<file path="src/design/sws_pkg.sv">
// ----------------------------------------------------------------------------
// sws_pkg
// Types, codes and helper functions of the square-wave sweep channel.
// ----------------------------------------------------------------------------
package sws_pkg;

  localparam int CfgDataW  = 11;
  localparam int CfgIndexW = 3;

  // event codes
  localparam logic [2:0] FUNC_TICK     = 3'd0;
  localparam logic [2:0] FUNC_LENGTH   = 3'd1;
  localparam logic [2:0] FUNC_SWEEP    = 3'd2;
  localparam logic [2:0] FUNC_ENVELOPE = 3'd3;
  localparam logic [2:0] FUNC_TRIGGER  = 3'd4;
  localparam logic [2:0] FUNC_LOAD     = 3'd5;

  // configuration register indexes
  localparam logic [CfgIndexW-1:0] CFG_SWEEP_CONTROL    = 3'd0;
  localparam logic [CfgIndexW-1:0] CFG_DUTY_SELECT      = 3'd1;
  localparam logic [CfgIndexW-1:0] CFG_ENVELOPE_CONTROL = 3'd2;
  localparam logic [CfgIndexW-1:0] CFG_START_FREQUENCY  = 3'd3;
  localparam logic [CfgIndexW-1:0] CFG_LENGTH_ENABLE    = 3'd4;

  localparam logic [6:0] LENGTH_FULL = 7'd64;
  localparam logic [3:0] VOLUME_MAX  = 4'd15;

  typedef struct packed {
    logic [2:0] func;
    logic       frame_phase_odd;
    logic [6:0] new_length;
  } sws_item_t;

  typedef struct packed {
    logic [3:0] sample;
    logic       channel_on;
    logic       dac_on;
  } sws_result_t;

  typedef struct packed {
    logic        overflow;
    logic [10:0] freq;
  } sws_sweep_t;

  // One shift-add of the sweep unit; overflow means the result passed 2047.
  function automatic sws_sweep_t sweep_calc(logic [10:0] shadow, logic [6:0] ctrl);
    logic [11:0] delta;
    logic [11:0] sum;
    sws_sweep_t  r;
    delta = {1'b0, shadow} >> ctrl[2:0];
    sum   = ctrl[3] ? ({1'b0, shadow} - delta) : ({1'b0, shadow} + delta);
    r.overflow = sum[11];
    r.freq     = sum[10:0];
    return r;
  endfunction

  // Tick count of one duty step: 2 * (2048 - f).
  function automatic logic [12:0] period_of(logic [10:0] f);
    logic [11:0] d;
    d = 12'd2048 - {1'b0, f};
    return {d, 1'b0};
  endfunction

  function automatic logic duty_of(logic [1:0] sel, logic [2:0] step);
    logic lvl;
    case (sel)
      2'd0:    lvl = (step == 3'd6);
      2'd1:    lvl = (step >= 3'd6);
      2'd2:    lvl = (step >= 3'd4);
      default: lvl = (step <= 3'd5);
    endcase
    return lvl;
  endfunction

endpackage

</file>
<file path="src/design/sws_in_stage.sv">
// ----------------------------------------------------------------------------
// sws_in_stage
// Input register of the channel; holds one event while the result side stalls.
// ----------------------------------------------------------------------------
module sws_in_stage import sws_pkg::*; (
  input  logic      clk,
  input  logic      rst,
  input  logic      item_valid,
  input  sws_item_t item,
  output logic      item_stall,
  input  logic      advance,
  output logic      stage_valid,
  output sws_item_t stage_item
);

  logic load;

  assign item_stall = stage_valid && !advance;
  assign load       = !item_stall;

  always_ff @(posedge clk) begin
    if (rst) begin
      stage_valid <= 1'b0;
    end else if (load) begin
      stage_valid <= item_valid;
    end
  end

  always_ff @(posedge clk) begin
    if (load && item_valid) begin
      stage_item <= item;
    end
  end

endmodule

</file>
<file path="src/design/sws_chan.sv">
// ----------------------------------------------------------------------------
// sws_chan
// Channel state, configuration registers and the per-event update logic.
// ----------------------------------------------------------------------------
module sws_chan import sws_pkg::*; (
  input  logic                 clk,
  input  logic                 rst,
  input  logic                 fire,
  input  sws_item_t            stage_item,
  input  logic                 cfg_write,
  input  logic [CfgIndexW-1:0] cfg_index,
  input  logic [CfgDataW-1:0]  cfg_data,
  output sws_result_t          res
);

  // configuration
  logic [6:0]  sweep_control;
  logic [1:0]  duty_select;
  logic [7:0]  envelope_control;
  logic [10:0] start_frequency;
  logic        length_enable;

  // channel state
  logic        enabled,            enabled_next;
  logic        duty_level,         duty_level_next;
  logic [2:0]  duty_step,          duty_step_next;
  logic [12:0] period_countdown,   period_countdown_next;
  logic [2:0]  envelope_countdown, envelope_countdown_next;
  logic [2:0]  sweep_countdown,    sweep_countdown_next;
  logic [10:0] shadow_frequency,   shadow_frequency_next;
  logic [10:0] current_frequency,  current_frequency_next;
  logic        sweep_active,       sweep_active_next;
  logic [3:0]  volume_level,       volume_level_next;
  logic [6:0]  length_remaining,   length_remaining_next;
  logic [3:0]  held_sample,        held_sample_next;

  logic [2:0]  sweep_period;
  logic [2:0]  sweep_shift;
  logic [2:0]  env_period;
  logic [12:0] period_dec;
  logic [2:0]  step_inc;
  logic [2:0]  sweep_dec;
  logic [2:0]  env_dec;
  logic [10:0] shadow_mid;
  logic        dac_flag;
  sws_sweep_t  sweep_a;
  sws_sweep_t  sweep_b;
  sws_sweep_t  sweep_t;

  assign sweep_period = sweep_control[6:4];
  assign sweep_shift  = sweep_control[2:0];
  assign env_period   = envelope_control[2:0];
  assign dac_flag     = (envelope_control[7:3] != 5'd0);

  assign period_dec = period_countdown - 13'd1;
  assign step_inc   = duty_step + 3'd1;
  assign sweep_dec  = sweep_countdown - 3'd1;
  assign env_dec    = envelope_countdown - 3'd1;

  // sweep clock: a storing pass, then a checking pass on the new shadow value
  assign sweep_a    = sweep_calc(shadow_frequency, sweep_control);
  assign shadow_mid = (!sweep_a.overflow && sweep_shift != 3'd0) ? sweep_a.freq
                                                                 : shadow_frequency;
  assign sweep_b    = sweep_calc(shadow_mid, sweep_control);
  // trigger: checking pass on the start frequency
  assign sweep_t    = sweep_calc(start_frequency, sweep_control);

  always_ff @(posedge clk) begin
    if (rst) begin
      sweep_control    <= '0;
      duty_select      <= '0;
      envelope_control <= '0;
      start_frequency  <= '0;
      length_enable    <= 1'b0;
    end else if (cfg_write) begin
      unique case (cfg_index)
        CFG_SWEEP_CONTROL:    sweep_control    <= cfg_data[6:0];
        CFG_DUTY_SELECT:      duty_select      <= cfg_data[1:0];
        CFG_ENVELOPE_CONTROL: envelope_control <= cfg_data[7:0];
        CFG_START_FREQUENCY:  start_frequency  <= cfg_data[10:0];
        CFG_LENGTH_ENABLE:    length_enable    <= cfg_data[0];
        default: ;
      endcase
    end
  end

  always_comb begin
    enabled_next            = enabled;
    duty_level_next         = duty_level;
    duty_step_next          = duty_step;
    period_countdown_next   = period_countdown;
    envelope_countdown_next = envelope_countdown;
    sweep_countdown_next    = sweep_countdown;
    shadow_frequency_next   = shadow_frequency;
    current_frequency_next  = current_frequency;
    sweep_active_next       = sweep_active;
    volume_level_next       = volume_level;
    length_remaining_next   = length_remaining;
    held_sample_next        = held_sample;

    case (stage_item.func)
      FUNC_TICK: begin
        if (period_countdown != 13'd0) begin
          period_countdown_next = period_dec;
          if (period_dec == 13'd0) begin
            period_countdown_next = period_of(current_frequency);
            duty_step_next        = step_inc;
            duty_level_next       = duty_of(duty_select, step_inc);
          end
        end
        held_sample_next = (enabled && duty_level_next) ? volume_level : 4'd0;
      end
      FUNC_LENGTH: begin
        if (length_enable && length_remaining != 7'd0) begin
          length_remaining_next = length_remaining - 7'd1;
          if (length_remaining == 7'd1) begin
            enabled_next = 1'b0;
          end
        end
      end
      FUNC_SWEEP: begin
        sweep_countdown_next = sweep_dec;
        if (sweep_dec == 3'd0) begin
          // a zero period stands for eight counts
          sweep_countdown_next = sweep_period;
          if (sweep_active && sweep_period != 3'd0) begin
            if (sweep_a.overflow) begin
              enabled_next = 1'b0;
            end else if (sweep_shift != 3'd0) begin
              shadow_frequency_next  = sweep_a.freq;
              current_frequency_next = sweep_a.freq;
              period_countdown_next  = period_of(sweep_a.freq);
            end
            if (sweep_b.overflow) begin
              enabled_next = 1'b0;
            end
          end
        end
      end
      FUNC_ENVELOPE: begin
        if (enabled && env_period != 3'd0) begin
          envelope_countdown_next = env_dec;
          if (env_dec == 3'd0) begin
            envelope_countdown_next = env_period;
            if (!envelope_control[3]) begin
              if (volume_level != 4'd0) volume_level_next = volume_level - 4'd1;
            end else begin
              if (volume_level != VOLUME_MAX) volume_level_next = volume_level + 4'd1;
            end
          end
        end
      end
      FUNC_TRIGGER: begin
        enabled_next            = dac_flag;
        current_frequency_next  = start_frequency;
        shadow_frequency_next   = start_frequency;
        period_countdown_next   = period_of(start_frequency);
        envelope_countdown_next = env_period;
        volume_level_next       = envelope_control[7:4];
        if (length_remaining == 7'd0) begin
          length_remaining_next = LENGTH_FULL -
                                  {6'd0, stage_item.frame_phase_odd && length_enable};
        end
        sweep_countdown_next = sweep_period;
        sweep_active_next    = (sweep_period != 3'd0) || (sweep_shift != 3'd0);
        if (sweep_shift != 3'd0 && sweep_t.overflow) begin
          enabled_next = 1'b0;
        end
      end
      FUNC_LOAD: begin
        length_remaining_next = (stage_item.new_length > LENGTH_FULL) ? LENGTH_FULL
                                                                      : stage_item.new_length;
      end
      default: ;
    endcase
  end

  always_ff @(posedge clk) begin
    if (rst) begin
      enabled            <= 1'b0;
      duty_level         <= 1'b0;
      duty_step          <= '0;
      period_countdown   <= '0;
      envelope_countdown <= '0;
      sweep_countdown    <= '0;
      shadow_frequency   <= '0;
      current_frequency  <= '0;
      sweep_active       <= 1'b0;
      volume_level       <= '0;
      length_remaining   <= LENGTH_FULL;
      held_sample        <= '0;
    end else if (fire) begin
      enabled            <= enabled_next;
      duty_level         <= duty_level_next;
      duty_step          <= duty_step_next;
      period_countdown   <= period_countdown_next;
      envelope_countdown <= envelope_countdown_next;
      sweep_countdown    <= sweep_countdown_next;
      shadow_frequency   <= shadow_frequency_next;
      current_frequency  <= current_frequency_next;
      sweep_active       <= sweep_active_next;
      volume_level       <= volume_level_next;
      length_remaining   <= length_remaining_next;
      held_sample        <= held_sample_next;
    end
  end

  assign res.sample     = held_sample_next;
  assign res.channel_on = enabled_next;
  assign res.dac_on     = dac_flag;

endmodule

</file>
<file path="src/design/sws_out_reg.sv">
// ----------------------------------------------------------------------------
// sws_out_reg
// Result register; holds the transaction until the receiver takes it.
// ----------------------------------------------------------------------------
module sws_out_reg import sws_pkg::*; (
  input  logic        clk,
  input  logic        rst,
  input  logic        fire,
  input  sws_result_t res,
  input  logic        result_stall,
  output logic        result_valid,
  output sws_result_t result
);

  always_ff @(posedge clk) begin
    if (rst) begin
      result_valid <= 1'b0;
    end else if (fire) begin
      result_valid <= 1'b1;
    end else if (!result_stall) begin
      result_valid <= 1'b0;
    end
  end

  always_ff @(posedge clk) begin
    if (fire) begin
      result <= res;
    end
  end

endmodule

</file>
<file path="src/design/square_wave_sweep_channel_core.sv">
// ----------------------------------------------------------------------------
// square_wave_sweep_channel_core
// Square-wave sound channel with frequency sweep, envelope and length counter.
// ----------------------------------------------------------------------------
// Usage:
//   item/item_valid/item_stall carry events (tick, length clock, sweep clock,
//   envelope clock, trigger, length load). Every event gives one transaction
//   on result/result_valid/result_stall: sample level, channel enable, DAC flag.
//   Registers are written through cfg_write/cfg_index/cfg_data; the user must
//   write them only while idle, which the block does not enforce.
//   start_frequency takes effect at the next trigger.
// Path: an accepted event waits in the input register while the state update
//   runs on it, and its result is registered in the result register.
// Throughput: one event per cycle while no stalled result blocks the output.
// Reset clears both registers, the configuration and the channel state
//   (length counter starts at 64).
// While result_stall holds a waiting result, one more event is taken into the
//   input register; after that item_stall rises until the result drains.
// ----------------------------------------------------------------------------
module square_wave_sweep_channel_core import sws_pkg::*; (
  input  logic                 clk,
  input  logic                 rst,
  input  logic                 item_valid,
  input  sws_item_t            item,
  output logic                 item_stall,
  output logic                 result_valid,
  output sws_result_t          result,
  input  logic                 result_stall,
  input  logic                 cfg_write,
  input  logic [CfgIndexW-1:0] cfg_index,
  input  logic [CfgDataW-1:0]  cfg_data
);

  logic        advance;
  logic        fire;
  logic        stage_valid;
  sws_item_t   stage_item;
  sws_result_t res;

  // result slot is free or being emptied this cycle
  assign advance = !result_valid || !result_stall;
  assign fire    = stage_valid && advance;

  sws_in_stage u_in_stage (
    .clk         (clk),
    .rst         (rst),
    .item_valid  (item_valid),
    .item        (item),
    .item_stall  (item_stall),
    .advance     (advance),
    .stage_valid (stage_valid),
    .stage_item  (stage_item)
  );

  sws_chan u_chan (
    .clk        (clk),
    .rst        (rst),
    .fire       (fire),
    .stage_item (stage_item),
    .cfg_write  (cfg_write),
    .cfg_index  (cfg_index),
    .cfg_data   (cfg_data),
    .res        (res)
  );

  sws_out_reg u_out_reg (
    .clk          (clk),
    .rst          (rst),
    .fire         (fire),
    .res          (res),
    .result_stall (result_stall),
    .result_valid (result_valid),
    .result       (result)
  );

endmodule

</file>
<file path="config.mk">
export PLATFORM = sky130hd
export DESIGN_NAME = square_wave_sweep_channel_core
export DESIGN_NICKNAME = d
export VERILOG_FILES = /design/src/design/sws_pkg.sv /design/src/design/sws_in_stage.sv /design/src/design/sws_chan.sv /design/src/design/sws_out_reg.sv /design/src/design/square_wave_sweep_channel_core.sv
export SDC_FILE = /design/constraint.sdc
export NUM_CORES = 1
export LEC_CHECK = 0
export BUFFER_PORTS_ARGS = -buffer_cell sky130_fd_sc_hd__buf_2
export CELL_PAD_IN_SITES_DETAIL_PLACEMENT = 1
export CELL_PAD_IN_SITES_GLOBAL_PLACEMENT = 1
export CORE_UTILIZATION = 47
export CTS_CLUSTER_DIAMETER = 120
export DETAILED_ROUTE_END_ITERATION = 8
export PLACE_DENSITY = 0.78
export SLEW_MARGIN = 20
export SYNTH_ARGS = -nofsm -noshare
export SYNTH_HDL_FRONTEND = slang
export SYNTH_HIERARCHICAL = 1
export SYNTH_SLANG_ARGS = --single-unit
</file>
<file path="constraint.sdc">
create_clock -name clk -period 9.3 [get_ports clk]
set_input_delay 0 -clock clk [delete_from_list [all_inputs] [get_ports clk]]
set_output_delay 0 -clock clk [all_outputs]
set_load 0.1 [all_outputs]
</file>
== Yosys cells after proc, flatten, opt, wreduce, memory -nomap -nowiden ==
Cells that the tools add are included.

* Register bits: 99
* Bits of input ports: 30
* Output and inout port bits: 8
* Logic and storage cells: 170

* Add/sub/neg operators: 17
* $lt $le $gt $ge: 4
* Equality and inequality tests: 26
* Shift operators: 3
* Muxes and demuxes: 47
* Reductions and logical operators: 49

{| class="wikitable"
|+ Operator list
! kind !! count
|-
| 13-bit 2-to-1 mux || 6
|-
| 11-bit 2-to-1 mux || 5
|-
| 13-bit one-hot mux with 3 select lines || 1
|-
| 11-bit by 12-bit adder with 12-bit output || 3
|-
| 12-bit 2-to-1 mux || 3
|-
| 11-bit by 3-bit right shift with 12-bit output || 3
|-
| 11-bit by 12-bit subtractor with 12-bit output || 3
|-
| 12-bit by 11-bit subtractor with 12-bit output, first input constant || 3
|-
| 4-bit 2-to-1 mux || 7
|-
| 11-bit one-hot mux with 2 select lines || 1
|-
| 7-bit 2-to-1 mux || 3
|-
| 7-bit one-hot mux with 3 select lines || 1
|-
| 2-bit by 1-bit != test with 1-bit output, second input constant || 9
|-
| 2-bit AND reduction || 8
|-
| 3-bit nonzero test || 5
|-
| 13-bit zero test || 1
|-
| 13-bit nonzero test || 1
|-
| 13-bit by 1-bit subtractor with 13-bit output, second input constant || 1
|-
| 3-bit by 2-bit equality test with 1-bit output, second input constant || 4
|-
| 3-bit equality test, second input constant || 4
|-
| 3-bit zero test || 4
|-
| 1-bit 2-to-1 mux || 12
|-
| 3-bit one-hot mux with 2 select lines || 2
|-
| 6-bit AND reduction || 2
|-
| 32 further kinds || 54
|}

== Longest topological paths before layout ==
Gate-level depths: netlist (run 1).

* Depth after elaboration: 13
* Mapped depth: 38
* Depth with buffers taken out: 34

== By module ==
The synthesis (run 1) kept the hierarchy.

{| class="wikitable"
|+ Modules (own cells, without submodules)
! module !! instances !! cells each !! area an instance (um2) !! sequential area each (um2)
|-
| sws_chan || 1 || 1145 || 8289.2 || 1601.5
|-
| sws_in_stage || 1 || 15 || 380.4 || 350.3
|-
| sws_out_reg || 1 || 9 || 209.0 || 200.2
|-
| square_wave_sweep_channel_core || 1 || 2 || 11.3 || 0.0
|}

== Worst setup path after synthesis (run 1) ==
No wires, ideal clock.

* Kind: register to register
* From: register u_chan.sweep_control[1]
* To: register, netlist name u_out_reg/result[1]
* Setup time: 0.251 ns
* Data arrival time: 7.370 ns
* Data required time: 9.049 ns
* Setup slack: 1.679 ns
* Stages on the path, launching flop included: 33
* Path buffers: 6
* Clock period less this slack: 7.621 ns
* Cell sequence: dfxtp_1 > buf_4 > buf_2 > buf_1 > buf_1 > clkbuf_1 > o21ai_0 > a22oi_1 > xor2_1 > ha_1 > a211o_1 > or2_1 > o21a_1 > o21ai_1 > nor2_1 > a221oi_2 > nand2_1 > a222oi_1 > o311ai_1 > nor4_4 > and4_1 > a21oi_1 > xor2_1 > ha_1 > nand3_1 > nor2_1 > a221o_1 > a21oi_1 > nand3b_1 > o211ai_2 > mux2i_1 > a21oi_1 > buf_4

* Cells in the longest elaborated chain, start to end: 13
* Elaborated cells on any way between the ends: 23
* Classes of those cells: add/sub: 6; shift: 3; mux: 10; reduce/logical: 4

{| class="wikitable"
|+ RTL lines
! what !! line !! source
|-
| start, declared || sws_chan.sv:17 || <nowiki>logic [6:0] sweep_control;</nowiki>
|-
| start signal, assigned || sws_chan.sv:77 || <nowiki>CFG_SWEEP_CONTROL: sweep_control <= cfg_data[6:0];</nowiki>
|-
| 11-bit by 3-bit right shift with 12-bit output || sws_pkg.sv:50 || <nowiki>delta = {1'b0, shadow} >> ctrl[2:0];</nowiki>
|-
| 11-bit by 12-bit adder with 12-bit output or 11-bit by 12-bit subtractor with 12-bit output (tied branches) || sws_pkg.sv:51 || <nowiki>sum = ctrl[3] ? ({1'b0, shadow} - delta) : ({1'b0, shadow} + delta);</nowiki>
|-
| 12-bit 2-to-1 mux || sws_pkg.sv:51 ||
|-
| 1-bit zero test || sws_chan.sv:62 || <nowiki>assign shadow_mid = (!sweep_a.overflow && sweep_shift != 3'd0) ? sweep_a.freq</nowiki>
|-
| 1-bit logical AND || sws_chan.sv:62 ||
|-
| 11-bit 2-to-1 mux || sws_chan.sv:62 ||
|-
| 11-bit by 3-bit right shift with 12-bit output || sws_pkg.sv:50 ||
|-
| 11-bit by 12-bit adder with 12-bit output or 11-bit by 12-bit subtractor with 12-bit output (tied branches) || sws_pkg.sv:51 ||
|-
| 12-bit 2-to-1 mux || sws_pkg.sv:51 ||
|-
| 1-bit 2-to-1 mux || sws_chan.sv:134 || <nowiki>if (sweep_b.overflow) begin</nowiki>
|-
| 1-bit 2-to-1 mux || sws_chan.sv:126 || <nowiki>if (sweep_active && sweep_period != 3'd0) begin</nowiki>
|-
| 1-bit 2-to-1 mux || sws_chan.sv:123 || <nowiki>if (sweep_dec == 3'd0) begin</nowiki>
|-
| 1-bit one-hot mux with 3 select lines (*) || sws_chan.sv:101 || <nowiki>case (stage_item.func)</nowiki>
|-
| net u_chan.enabled_next || sws_chan.sv:24 || <nowiki>logic enabled, enabled_next;</nowiki>
|}

The timed path passes the listed nets; every way through them passes the cells marked *.
A chain may end at the register's enable or synchronous reset.

==> results of run 1 <==
[final cells by class]
cell class	instances	area, sq um
flip-flops and latches	99	2160
well taps	229	287
multi-input cells	970	6340
fillers	2283	8520
clock inverters	6	60.1
clock buffers	10	229
inverters	28	105
repair buffers	80	568
[per-stage QoR]
step           setup WS [ns]  utilization  std cells
2_1_floorplan           1.68            -       1171
3_3_place_gp           0.852        0.504       1382
3_5_place_dp           0.567        0.504       1382
4_1_cts                0.531        0.533       1422
5_1_grt                0.128        0.533       1422
6_report               0.732        0.533       1422
[final timing paths]
| kind | from | endpoint | slack [ns] | cells after the start |
|---|---|---|---|---|
| hold reg to reg | u_chan/envelope_control[7] | u_chan/envelope_control[7] | 0.48 | 2 |
| setup / recovery | u_chan/sweep_control[0] | u_out_reg/result[1] | 0.73 | 29 |
| setup reg to reg | u_chan/sweep_control[0] | u_out_reg/result[1] | 0.73 | 29 |
| hold / removal | cfg_index[2] | u_chan/length_enable | 0.02 | 4 |
[worst max-delay path, delay by kind of cell (launching register included)]
family          cells  cell delay, ns
xor+xnor            2            0.36
flops               1            0.58
buf+inv             1            0.30
simple gates        8            1.42
mux                 3            1.36
fa+ha+maj           2            0.52
compound gates     13            3.75
[cell usage in the layout (no fill, tap or decap), drive strengths merged, types with 7 or more instances in the layout]
master	n
a211oi	36
a21o	10
a21oi	112
a221oi	7
a22oi	11
a31oi	13
and2	12
and3	13
buf	56
clkbuf	10
dfxtp	82
dlygate4sd3	24
edfxtp	17
ha	44
inv	30
mux2	10
mux2i	33
mux4	11
nand2	143
nand2b	13
nand3	19
nand3b	9
nand4	14
nor2	146
nor2b	15
nor3	39
nor4	15
o211ai	9
o21a	7
o21ai	51
o22ai	9
or2	8
or3	10
xnor2	25
xor2	47
[where the power goes]
| part | switching, W | internal, W | leakage [nW] | total, W |
|---|---|---|---|---|
| registers | 0.0000211 | 0.000448 | 0.830 | 0.000469 |
| logic | 0.000381 | 0.000206 | 2.76 | 0.000587 |
| clock network | 0.000182 | 0.000188 | 0.142 | 0.000370 |
| total | 0.000585 | 0.000842 | 3.73 | 0.00143 |
[flip-flops by register name, indices dropped and copies added, names as in the netlist, 2 cells and up]
register	flops
u_chan/period_countdown	13
u_chan/current_frequency	11
u_chan/start_frequency	11
u_in_stage/stage_item	11
u_chan/envelope_control	8
u_chan/length_remaining	7
u_chan/sweep_control	7
u_out_reg/result	6
u_chan/held_sample	4
u_chan/volume_level	4
u_chan/duty_step	3
u_chan/envelope_countdown	3
u_chan/sweep_countdown	3
u_chan/duty_select	2
[metal layers]
| layer | vias up | GRT usage | wire length [microns] |
|---|---|---|---|
| li1 | 4301 | - | - |
| met1 | 4476 | 0.407 | 13400 |
| met2 | 264 | 0.551 | 14800 |
| met3 | 47 | 0.0465 | 1660 |
| met4 | 0 | 0.0816 | 571 |
| met5 | - | 0 | 0 |
[cells by family (layout without fill, tap and decap cells)]
kind of cell,after synthesis,in the layout,synth area share
simple gates,474,474,0.255
buf+inv,102,124,0.0470
flops,99,99,0.242
mux,54,54,0.0777
xor+xnor,72,72,0.0718
fa+ha+maj,47,47,0.0676
compound gates,323,323,0.239
[repair_timing]
| action | CTS | global route |
|---|---|---|
| hold buffers | 24 | 0 |
| setup endpoints to repair | 0 | 2 |
| endpoints found under the hold margin | 42 | 0 |
| gates resized for setup | 0 | 3 |
==> summary by stage, run 1 <==
Status
The flow ran to the end, and the final reports show no timing, DRC or antenna violations.

STA
In the final timing run, aggregate negative setup slack is 0 ns. The share of the clock period used by the worst path after layout is 0.921. The number of pins with negative max-slew slack in the final report was 0. Setup violations remaining at the end of the flow were counted as 0. The shortest clock period the worst path allows after layout is approximately 8.6 ns. Across all hold checks on the routed design, the worst slack comes to 0.0189 ns. The worst clock skew is around 0.016 ns. At the pin with the least slew margin, the transition time is between 0.9 and 1 ns. The number of failing hold endpoints at the final stage is 0. Setup repair after global routing left no endpoint under its margin. Measured against its own limit, the worst slew margin works out to 0.339. Derived from the worst setup path, the maximum achievable clock frequency is roughly 120 MHz.

Drt
In the routed design, unresolved DRC markers number 0. The total vias in the final route is about 9100. The total wire length is a little over 30 mm. The number of DRC violations after detailed-routing iteration 0 is just over 600. The mean routed wirelength per cell is between 20 and 25 microns. Before antenna repair, the detailed router went through 5 iterations. The via-per-instance ratio is roughly 6.4. The post-detailed-route count of antenna-violating nets is 0.

Placement
The half-perimeter wire length after detailed placement is about 22 mm. The congestion estimate from routability-driven global placement came to 0.973. After detailed placement, the total cell area comes to 9200 sq um. The count of port buffers added during placement is 37.

Pwr
The standby leakage power is about 3.7 nW. The power per standard cell area is ~150 nW/um^2. The worst-case IR drop observed on VDD is approximately 0.087 mV. The overall power of the completed layout is 0.00143 W.

Setup path
By startpoint and endpoint, the worst setup path is classified as flop to flop. In this run the worst path has a maximum fanout of 28. For the worst setup path, the data arrival time is ~8.6 ns. At the worst endpoint, the required time is roughly 9.4 ns.

For this run, the slowest stage of the critical path takes between 0.7 and 0.8 ns. The startpoint type of the worst setup path is a flop. The kind of end point of the critical path is a flop.

The critical path's slowest cell is mux2i_1.

Synth
The most common flop cell mapped by yosys is dfxtp_1. The area fraction of the dominant cell type after synthesis is 0.185. The count of yosys warnings during synthesis is 6. The combined area of all synthesized cells is just under 9000 sq um. Counting flops with a built-in enable in the synthesized netlist gives 17. nor2_1 is the most common cell in the netlist. The number of nets in the synthesized netlist is 1247.

In this run, synthesis produced a sequential element count of a little under 100. After synthesis, the cell types taking the most area are dfxtp_1 18%, a21oi_1 6.2%, ha_1 6.2%. Dividing the synthesized area by the synthesized cell count gives roughly 7.6 sq um. Counting every instance in the synthesized netlist gives 1171. The most area-hungry cell type in the Yosys netlist is dfxtp_1. In the synthesized netlist the async set-or-reset flop fraction comes to 0. The number of distinct library cell variants in the gate-level netlist after synthesis is 89. The sequential fraction of the synthesis area is 0.242. The commonest cells after synthesis are 145 x nor2_1, 142 x nand2_1, 111 x a21oi_1, 82 x dfxtp_1, 56 x clkbuf_1.

Global routing
In the global route stage, overall resource usage came out at 0.316. The total global routing overflow is 0. Entering global routing, the biggest net connects 83 pins. The first global-routing pass estimated just under 50 mm of wire. The number of antenna violations at the first check in global routing is 0. The via count of the first global-routing pass is 9140.

Finish
The total number of nets in the final design is ~1300. 0 antenna diodes ended up in the layout. The final design area excluding fillers is 9750 sq um. The share of post-route cells with drive strength above 1 is 0.101.

From synthesis to final layout, the design area changed by 9.64%.

Floorplan
After floorplanning, the core was sized to cover between 15000 and 20000 sq um. For this configuration, the core starts out at a cell density of 0.487. In this run the vertical extent of the chip is 140 microns. 38 I/O pins were placed. The initialized floorplan defines 49 standard-cell rows. The die outline area is ~20000 sq um.

In this run the horizontal extent of the chip is between 100 and 150 microns.

CTS
The clock slew seen by the registers of the worst setup and hold paths is 0.08 ns. The H-tree was split into 3 levels. TritonCTS built the clock tree.

The total clock buffers created by CTS is 9. CTS placed an instance of clkbuf_16 at the clock tree root. The post-CTS setup buffer count is 0. The clock passes through at most 2 buffers. Clock latency on the worst-skew pair, taken at its later pin, is approximately 0.35 ns. The tree built by TritonCTS fans out to 99 sinks.

Hold path
The path class of the tightest hold or removal check is input port to flop.

Flow run
The max capacitance violation total is 0.
Note: power is estimated with default switching activity, not from simulation.
==> run 2: changes to the inputs <==
--- a/config.mk
+++ b/config.mk
@@ -6,7 +6,7 @@
 export NUM_CORES = 1
 export LEC_CHECK = 0
 export BUFFER_PORTS_ARGS = -buffer_cell sky130_fd_sc_hd__buf_2
-export CELL_PAD_IN_SITES_DETAIL_PLACEMENT = 1
+export CELL_PAD_IN_SITES_DETAIL_PLACEMENT = 0
 export CELL_PAD_IN_SITES_GLOBAL_PLACEMENT = 1
 export CORE_UTILIZATION = 47
 export CTS_CLUSTER_DIAMETER = 120
@@ -17,3 +17,4 @@
 export SYNTH_HDL_FRONTEND = slang
 export SYNTH_HIERARCHICAL = 1
 export SYNTH_SLANG_ARGS = --single-unit
+export TNS_END_PERCENT = 5
==> run 2 against run 1 <==
Clock skew increased by 0.0025 ns. Maximum frequency decreased by 2.6%. Global-route usage decreased by 3.9 points. Non-clock buffer count increased by 2. First-iteration DRC count decreased by 5.6%. Setup slack got worse by 0.23 ns. Die area unchanged. Final cell count increased by 0.14%. Wire length decreased by 12%. Critical path type unchanged.
==> summary by stage, run 2 (synthesis gave the netlist of run 1 again) <==
Floorplan
The floorplan row count is 49. The floorplan step defined a core boundary enclosing roughly 18000 sq um. The die outline area is just under 20000 sq um. For this configuration, the core starts out at a cell density of 0.487.

In this run the vertical extent of the chip is approximately 140 microns. Pin placement for this block handled 38 I/O pins. The die width is about 140 microns.

Hold path
The worst min-delay path class is input port to flop.

Placement
The global placement routability congestion is roughly 0.97. The half-perimeter wire length after detailed placement is slightly below 20 mm. Port buffering added 37 buffers.

STA
Based on the critical path, the design can be clocked at up to around 110 MHz. The number of pins with negative max-slew slack in the final report is 0. Of the available clock period, the critical path in the final layout requires 0.946. The tightest hold path in the finished design has a slack of about 0.011 ns. The sum of negative setup slack is 0 ns. The number of failing hold endpoints at the final stage came to 0.

The slew of the pin with the lowest slew margin is roughly 1.0 ns. Measured against its own limit, the worst slew margin works out to 0.322. Subtracting the final worst setup slack from the clock period gives around 8.8 ns.

Clock skew on the completed layout was measured at 0.0181 ns. Setup repair after global routing left no endpoint under its margin. Setup violations remaining at the end of the flow were counted as 0.

Finish
Of the cells placed in the final design, the portion with a size suffix greater than 1 is 0.100. In the layout the commonest cells are 144 x nor2_1, 142 x nand2_1, 110 x a21oi_1. Compared with the post-synthesis result, the final layout area differs by 9.96%. The total number of nets in the final design is 1266. The number of filler cells placed in the layout is approximately 1800. The commonest non-fill, non-tap cell in the layout is nor2_1. The repair_antennas step left the layout with diodes totalling 0. The register with the most flip-flops in the layout has 13 of them.

The largest register by flop count is u_chan/period_countdown.

Setup path
The endpoint required time on the critical path is ~9.4 ns. The slowest stage of the critical path belongs to the cell dfxtp_2. The startpoint type of the worst setup path is a flop. The maximum single-stage delay on the critical path is 0.77 ns. The dominant delay contributor by cell family on the critical path is compound AO/OA/AOI/OAI gates. The critical path data arrival time is 8.89 ns. The critical path is of the flop to flop type. STA classifies the critical path endpoint as a flop. The number of buffers and inverters on the critical path is 1.

The largest driver fanout on the critical path is 28.

Global routing
The pin count of the biggest net entering global routing is 83. The number of antenna violations at the first check in global routing came to 0. The total global routing overflow is 0. The via count of the first global-routing pass is slightly below 8000.

The first global-routing pass estimated between 40 and 50 mm of wire. For this run, the total global-route usage over all layers was measured as 0.276.

Drt
The total wire length is between 20 and 30 mm. The via-per-instance ratio is 6.18. The total vias in the final route is ~8800. For this run, design rule violations remaining after detail routing come to 0.

The mean routed wirelength per cell is about 19 microns. The first TritonRoute pass finished after 5 iterations. In this run, the number of DRC markers left after iteration 0 of detailed routing was ~570. The post-detailed-route count of antenna-violating nets is 0.

CTS
The clock passes through at most 2 buffers. Counting every sink on the clock net gives roughly 100. The clock slew seen by the registers of the worst setup and hold paths is approximately 0.08 ns.

For the worst-skew pair, the clock arrives at the later sink with an insertion delay of around 0.36 ns. Post-CTS timing repair inserted 0 buffers for setup. Buffers inserted during clock tree synthesis total 9.

The clock tree root driver cell is clkbuf_16. In this run the number of H-tree levels came out at 3. TritonCTS built the clock tree.

Pwr
The power per standard cell area is ~150 nW/um^2. The standby leakage power is ~3.7 nW. The internal portion of the total power is ~0.00085 W. Of the total power, combinational logic draws 0.403. Across the VDD grid, the largest voltage drop is between 0.09 and 0.1 mV. The switching component of the power is between 0.0005 and 0.0006 W.

The clock network fraction of total power is 0.267. Of the total power, the share spent switching nets is 0.400. Of the total power, registers draw 0.330.

Status
The run finished with clean final reports.

Flow run
Max-cap violations in this run came to 0.
## run 2: cell count changes in the layout (fill, tap and decap cells not counted), sizes merged
cell and delta:
clkinv -3, dlygate4sd3 +2, inv +3
## run 2: per-stage QoR
stage / std cells / utilization / total power [W] / instance area, sq um / setup WS, ns
CTS: 1424 / 0.535 / 0.00142 / 9770 / 0.639
detailed placement: 1382 / 0.504 / 0.00103 / 9200 / 0.674
finish: 1424 / 0.535 / 0.00142 / 9780 / 0.503
global route: 1424 / 0.535 / 0.00150 / 9780 / 0.0154
global placement: 1382 / 0.504 / 0.00103 / 9200 / 0.852
floorplan: 1171 / - / 0.000886 / 8890 / 1.68
## run 2: worst min-delay path, cell delays in order
cell,delay [ns]
buf_2,0.14
nor2_1,0.07
nand2_1,0.06
a21oi_1,0.05
## run 2: cell type report
class                      instances  area [sq um]  area share
tap                              229           287      0.0293
clock buffer                      10           239      0.0244
clock inverter                     6          62.6     0.00640
inverter                          28           105      0.0108
sequential                        99          2150       0.220
timing repair buffer              82           588      0.0602
multi-input combinational        970          6340       0.649
## run 2: worst paths after layout
kind / startpoint / to / slack (ns) / depth (start not counted)
worst min register to register: u_chan/envelope_countdown[1] / u_chan/envelope_countdown[1] / 0.45 / 2
worst max-delay path: u_chan/sweep_control[0] / u_out_reg/result[1] / 0.50 / 29
worst min-delay path: cfg_index[1] / u_chan/duty_select[0] / 0.01 / 4
worst max register to register: u_chan/sweep_control[0] / u_out_reg/result[1] / 0.50 / 29
## run 2: power groups by stage
stage	Sequential [W]	Clock [W]	Combinational (W)
after floorplan	0.000476	0	0.000409
after global placement	0.000478	0	0.000556
after detailed placement	0.000478	0	0.000552
after CTS	0.000468	0.000388	0.000563
after global routing	0.000471	0.000406	0.000622
final	0.000469	0.000379	0.000573
## run 2: timing repair
action	CTS	global route
hold buffers	26	0
setup endpoints to repair	0	2
resized for setup	0	1
hold endpoints to repair	42	0
## run 2: layer usage
layer | share of wire | GRT usage | up-vias | wire (microns)
li1 | - | - | 4325 | -
met1 | 0.46 | 0.382 | 4120 | 12400
met2 | 0.44 | 0.434 | 314 | 12000
met3 | 0.071 | 0.0506 | 45 | 1910
met4 | 0.023 | 0.0908 | 0 | 614
met5 | 0 | 0 | - | 0
